[src/design/mnc_pkg.sv]
`timescale 1ns / 1ps
// shared types and constants of the nearest-class classifier
package mnc_pkg;

  localparam logic [1:0] CMD_CENTRE = 2'd0;
  localparam logic [1:0] CMD_WEIGHT = 2'd1;
  localparam logic [1:0] CMD_SAMPLE = 2'd2;

  localparam logic [63:0] DIST_MAX = {1'b0, {63{1'b1}}};
  localparam logic [63:0] DIST_MIN = {1'b1, {63{1'b0}}};

  typedef struct packed {
    logic [1:0]  cmd;
    logic [2:0]  class_select;
    logic [3:0]  row;
    logic [3:0]  col;
    logic [15:0] value;
    logic        last;
  } in_item_t;

  typedef struct packed {
    logic        kind;
    logic [2:0]  class_id;
    logic [63:0] distance;
    logic        found;
    logic        final_res;
  } out_item_t;

  typedef struct packed {
    logic valid;
    logic first_j;
    logic last_j;
    logic first_i;
    logic last_i;
  } tok_t;

  typedef struct packed {
    logic [15:0] smp_j;
    logic [15:0] cen_j;
    logic [15:0] smp_i;
    logic [15:0] cen_i;
    logic [15:0] wgt;
  } rd_t;

endpackage

[src/design/mnc_datapath.sv]
`timescale 1ns / 1ps
// pipelined multiply-accumulate for the quadratic form of one class
module mnc_datapath import mnc_pkg::*; #(
  parameter int SIDE = 4,
  localparam int FEAT = SIDE * SIDE,
  localparam int TW = 33 + $clog2(FEAT),
  localparam int MW = TW + 17
) (
  input  logic        clk_i,
  input  logic        rst_ni,
  input  tok_t        tok_i,
  input  rd_t         rd_i,
  output logic [63:0] q_o,
  output logic        done_o
);

  tok_t tok1_q, tok2_q, tok3_q, tok4_q, tok5_q;
  logic done_q;

  logic signed [16:0]   dj_q, di_q, di3_q, di4_q;
  logic signed [15:0]   w2_q;
  logic signed [32:0]   p_q;
  logic signed [TW-1:0] t_q, t_sum, tf_q;
  logic signed [MW-1:0] m_q;
  logic signed [63:0]   q_q, q_base, m_ext;
  logic        [64:0]   q_sum;
  logic        [63:0]   q_d;

  always_ff @(posedge clk_i or negedge rst_ni) begin
    if (!rst_ni) begin
      tok1_q <= '0;
      tok2_q <= '0;
      tok3_q <= '0;
      tok4_q <= '0;
      tok5_q <= '0;
      done_q <= 1'b0;
    end else begin
      tok1_q <= tok_i;
      tok2_q <= tok1_q;
      tok3_q <= tok2_q;
      tok4_q <= {tok3_q.valid && tok3_q.last_j, tok3_q.first_j, tok3_q.last_j,
                 tok3_q.first_i, tok3_q.last_i};
      tok5_q <= tok4_q;
      done_q <= tok5_q.valid && tok5_q.last_i;
    end
  end

  // difference, product, row sum, form term, then saturating accumulation
  always_comb begin
    t_sum  = (tok3_q.first_j ? '0 : t_q) + TW'(p_q);
    q_base = tok5_q.first_i ? '0 : q_q;
    m_ext  = 64'(m_q);
    q_sum  = {q_base[63], q_base} + {m_ext[63], m_ext};
    if (q_sum[64] != q_sum[63]) begin
      q_d = q_sum[64] ? DIST_MIN : DIST_MAX;
    end else begin
      q_d = q_sum[63:0];
    end
  end

  always_ff @(posedge clk_i) begin
    dj_q  <= $signed({rd_i.smp_j[15], rd_i.smp_j}) - $signed({rd_i.cen_j[15], rd_i.cen_j});
    di_q  <= $signed({rd_i.smp_i[15], rd_i.smp_i}) - $signed({rd_i.cen_i[15], rd_i.cen_i});
    w2_q  <= $signed(rd_i.wgt);
    p_q   <= dj_q * w2_q;
    di3_q <= di_q;
    if (tok3_q.valid) begin
      t_q <= t_sum;
    end
    if (tok3_q.valid && tok3_q.last_j) begin
      tf_q  <= t_sum;
      di4_q <= di3_q;
    end
    m_q <= tf_q * di4_q;
    if (tok5_q.valid) begin
      q_q <= q_d;
    end
  end

  assign q_o    = q_q;
  assign done_o = done_q;

endmodule

[config.mk]
export PLATFORM = sky130hd
export DESIGN_NAME = mnc_datapath
export DESIGN_NICKNAME = d
export VERILOG_FILES = /design/src/design/mnc_pkg.sv /design/src/design/mnc_datapath.sv
export SDC_FILE = /design/constraint.sdc
export NUM_CORES = 2
export LEC_CHECK = 0
export BUFFER_PORTS_ARGS = -buffer_cell sky130_fd_sc_hd__buf_4
export CORE_MARGIN = 10
export CORE_UTILIZATION = 32
export DETAILED_ROUTE_END_ITERATION = 10
export GPL_TIMING_DRIVEN = 0
export HOLD_SLACK_MARGIN = 0.15
export PLACE_DENSITY = 0.55
export SYNTH_ARGS = -nofsm -noshare
export SYNTH_HDL_FRONTEND = slang
export SYNTH_SLANG_ARGS = --single-unit
[constraint.sdc]
create_clock -name clk_i -period 9.8 [get_ports clk_i]
set_input_delay 1.96 -clock clk_i [delete_from_list [all_inputs] [get_ports clk_i]]
set_output_delay 1.96 -clock clk_i [all_outputs]
set_load 0.02 [all_outputs]
==> flow_metrics.env <==
export IMPL_status="finished clean"
export IMPL_avgSynthCellArea_um2=9.391
export IMPL_finalWeightedCongestion=0.9290
export IMPL_synth_cell_types=78
export IMPL_postSynth_asyncResetShare_pct=6.647
export IMPL_worstSetupPathType="reg -> reg"
export IMPL_dp_slack_ns=1.432
export IMPL_drtIter0Drc=1980
export IMPL_required_ns=10.31
export IMPL_grt_pass1_vias=37172
export IMPL_maxSlewViolCount=0
export IMPL_final_cells=7255
export IMPL_firstDrtPassIters=5
export IMPL_hold_viol=0
export IMPL_place_area_mm2=0.05143
export IMPL_placedCellCount=7177
export IMPL_wl_um=129200
export IMPL_drive_gt1_share_pct=5.014
export IMPL_yosysMostFrequentCell="inv_1"
export IMPL_skew_ns=0.02503
export IMPL_syn_cell_area_mm2=0.04784
export IMPL_cp_data_arrival_time_ns=8.90
export IMPL_tightest_slew_ns=1.058
export IMPL_timing_final_crit_period_ns=8.387
export IMPL_fillCellCount=15246
export IMPL_cts_resized=0
export IMPL_cts_tree="done"
export IMPL_synth_edf_count=155
export IMPL_ys_flop_type="edfxtp_1"
export IMPL_end_kind="flop"
export IMPL_area_delta_synth_final_pct=10.65
export IMPL_ys_ff_latch=331
export IMPL_clock_sinks=331
export IMPL_synth_fp_nets=6398
export IMPL_synth_top_area_share_pct=36.66
export IMPL_fp_dieArea_mm2=0.1654
export IMPL_synth_largest_area_cell="fa_1"
export IMPL_final_cell_area_mm2=0.05294
export IMPL_max_freq_mhz=119.2
export IMPL_grt_max_degree=46
export IMPL_die_y_um=406.7
export IMPL_setup_ws_ns=1.413
export IMPL_io_pins=152
export IMPL_ys_warn_count=0
export IMPL_antenna_found_initial=4
export IMPL_setup_viol=0
export IMPL_postCtsSetupBuffers=0
export IMPL_htree_levels=2
export IMPL_synthTopCellsByArea="fa_1, edfxtp_1, ha_1"
export IMPL_finalSetupTns_ns=0
export IMPL_io_buffers=151
export IMPL_route_detailed_wl_per_inst_um=17.80
export IMPL_initial_core_util_pct=32.28
export IMPL_via_count=34267
export IMPL_cap_viol_max_count=0
export IMPL_slew_headroom_pct=28.88
export IMPL_grtUsageTotal_pct=15.86
export IMPL_path_clk_slew_ns=0.06
export IMPL_dieWidth_um=406.7
export IMPL_drtAntennaViolNets=0
export IMPL_start_kind="flop"
export IMPL_rsz0062_at_grt="false"
export IMPL_clockRootBuffer="clkbuf_16"
export IMPL_syn_inst=5094
export IMPL_num_rows=141
export IMPL_drc=0
export IMPL_cp_max_fo=10
export IMPL_finalCritPeriodShare_pct=85.58
export IMPL_cts_hold_buf=0
export IMPL_ys_seq_area_share_pct=17.32
export IMPL_grt_pass1_wl_um=207900
export IMPL_yosys_top_cells_count="inv_1, fa_1, nand2_1"
export IMPL_fin_nets=6595
export IMPL_hpwl_um=108700
export IMPL_antenna_cells=0
export IMPL_cts_buffers=42
export IMPL_cts_buffer_depth=3
export IMPL_core_area_mm2=0.1482
export IMPL_clock_latency_ns=0.62
export IMPL_grt_overflow_total=0
export IMPL_vias_per_cell=4.723
export IMPL_min_path_type="reg -> reg"
-- per-layer routing --
metal,GRT usage [%],up-vias,part of all wire [%]
li1,-,16073,-
met1,21.52,16923,44
met2,25.41,1062,44
met3,2.681,209,7.4
met4,5.658,0,4.0
met5,0,-,0
-- logic make-up (layout without fill, tap and decap cells) --
logic type | Yosys count | after routing | synth area share, %
buffers and inverters | 1252 | 1483 | 9.910
adders and majority gates | 1220 | 1220 | 45.64
AOI/OAI and AO/OA | 653 | 653 | 8.749
DFF | 331 | 331 | 17.32
xor gates and xnor gates | 205 | 205 | 3.769
and+or+nand+nor | 1433 | 1433 | 14.61
-- worst max-delay path: stages, from the launching register on --
cell and delay (ns):
edfxtp_1 0.32, clkbuf_1 0.67, clkbuf_1 0.74, nand2_1 0.19, fa_1 0.56, fa_1 0.58, fa_1 0.44, fa_1 0.58
inv_1 0.06, fa_1 0.47, inv_1 0.05, fa_1 0.47, inv_1 0.04, ha_1 0.34, a21oi_1 0.16, o21ai_0 0.10
a21oi_1 0.18, nand2_1 0.12, a221o_1 0.40, a31oi_1 0.43, o21ai_1 0.31, a21oi_1 0.34, o21ai_0 0.25, a41oi_1 0.31
xnor2_1 0.17
-- final cells by class --
cell class / instances / area (µm²) / share of cell area (%)
Inverter: 1048 / 3934 / 7.431
Timing Repair Buffer: 153 / 1174 / 2.217
Sequential cell: 331 / 8290 / 15.66
Clock inverter: 24 / 315.3 / 0.5956
Tap cell: 1930 / 2415 / 4.562
Buffer: 204 / 807.0 / 1.525
Multi-Input combinational cell: 3511 / 34810 / 65.76
Clock buffer: 54 / 1189 / 2.245
-- placed cells by master (no fill, tap or decap), drive strengths merged, types with 5 or more instances in the layout --
cell / instances
inv: 1051
fa: 876
nand2: 608
and2: 360
ha: 341
clkbuf: 241
a21oi: 211
buf: 170
nor2: 158
edfxtp: 155
dfxtp: 154
xnor2: 149
o21ai: 142
nor2b: 121
a21o: 92
xor2: 56
nand3: 45
nand2b: 41
o21bai: 34
nor3: 28
nand4: 26
o21a: 24
a31oi: 22
dfrtp: 22
a211oi: 21
and3: 15
clkinv: 15
a21boi: 14
or3: 12
o31ai: 11
o211ai: 10
a211o: 9
a41oi: 8
o2111ai: 6
o41ai: 6
o31a: 5
o22ai: 5
nand3b: 5
-- worst paths after layout --
kind                                         start                   to  slack [ns]  cells after the start
worst max-delay path            di4_q[2]$_DFFE_PP_      m_q[47]$_DFF_P_        1.41                     24
worst min-delay path               di_q[5]$_DFF_P_     di3_q[5]$_DFF_P_        0.32                      0
worst max register to register  di4_q[2]$_DFFE_PP_      m_q[47]$_DFF_P_        1.41                     24
worst min register to register     di_q[5]$_DFF_P_     di3_q[5]$_DFF_P_        0.32                      0
max in group asynchronous                   rst_ni  tok3_q[4]$_DFF_PN0_        8.27                      1
min in group asynchronous                   rst_ni     done_o$_DFF_PN0_        1.25                      1
-- sequential cells by signal, summed over array words and instances (netlist names) --
register and cells:
w2_q 16, di_q 17, dj_q 17, tok2_q 5, tok4_q 3, tok3_q 5
di4_q 17, m_q 54, t_q 37, q_o 64, tf_q 37, tok1_q 5
p_q 33, done_o 1, di3_q 17, tok5_q 3
-- metrics by stage --
stage / utilization [%] / hold WS (ns)
finish: 35.72 / 0.3247
global route: 35.72 / 0.3350
CTS: 35.72 / 0.3273
detailed placement: 34.71 / 0.3132
global placement: 34.68 / 0.3137
floorplan: - / 0.3096
Power is left out: the tool's default activity adds up to more than one toggle a clock period on the data nets, which glitch-free logic cannot reach.
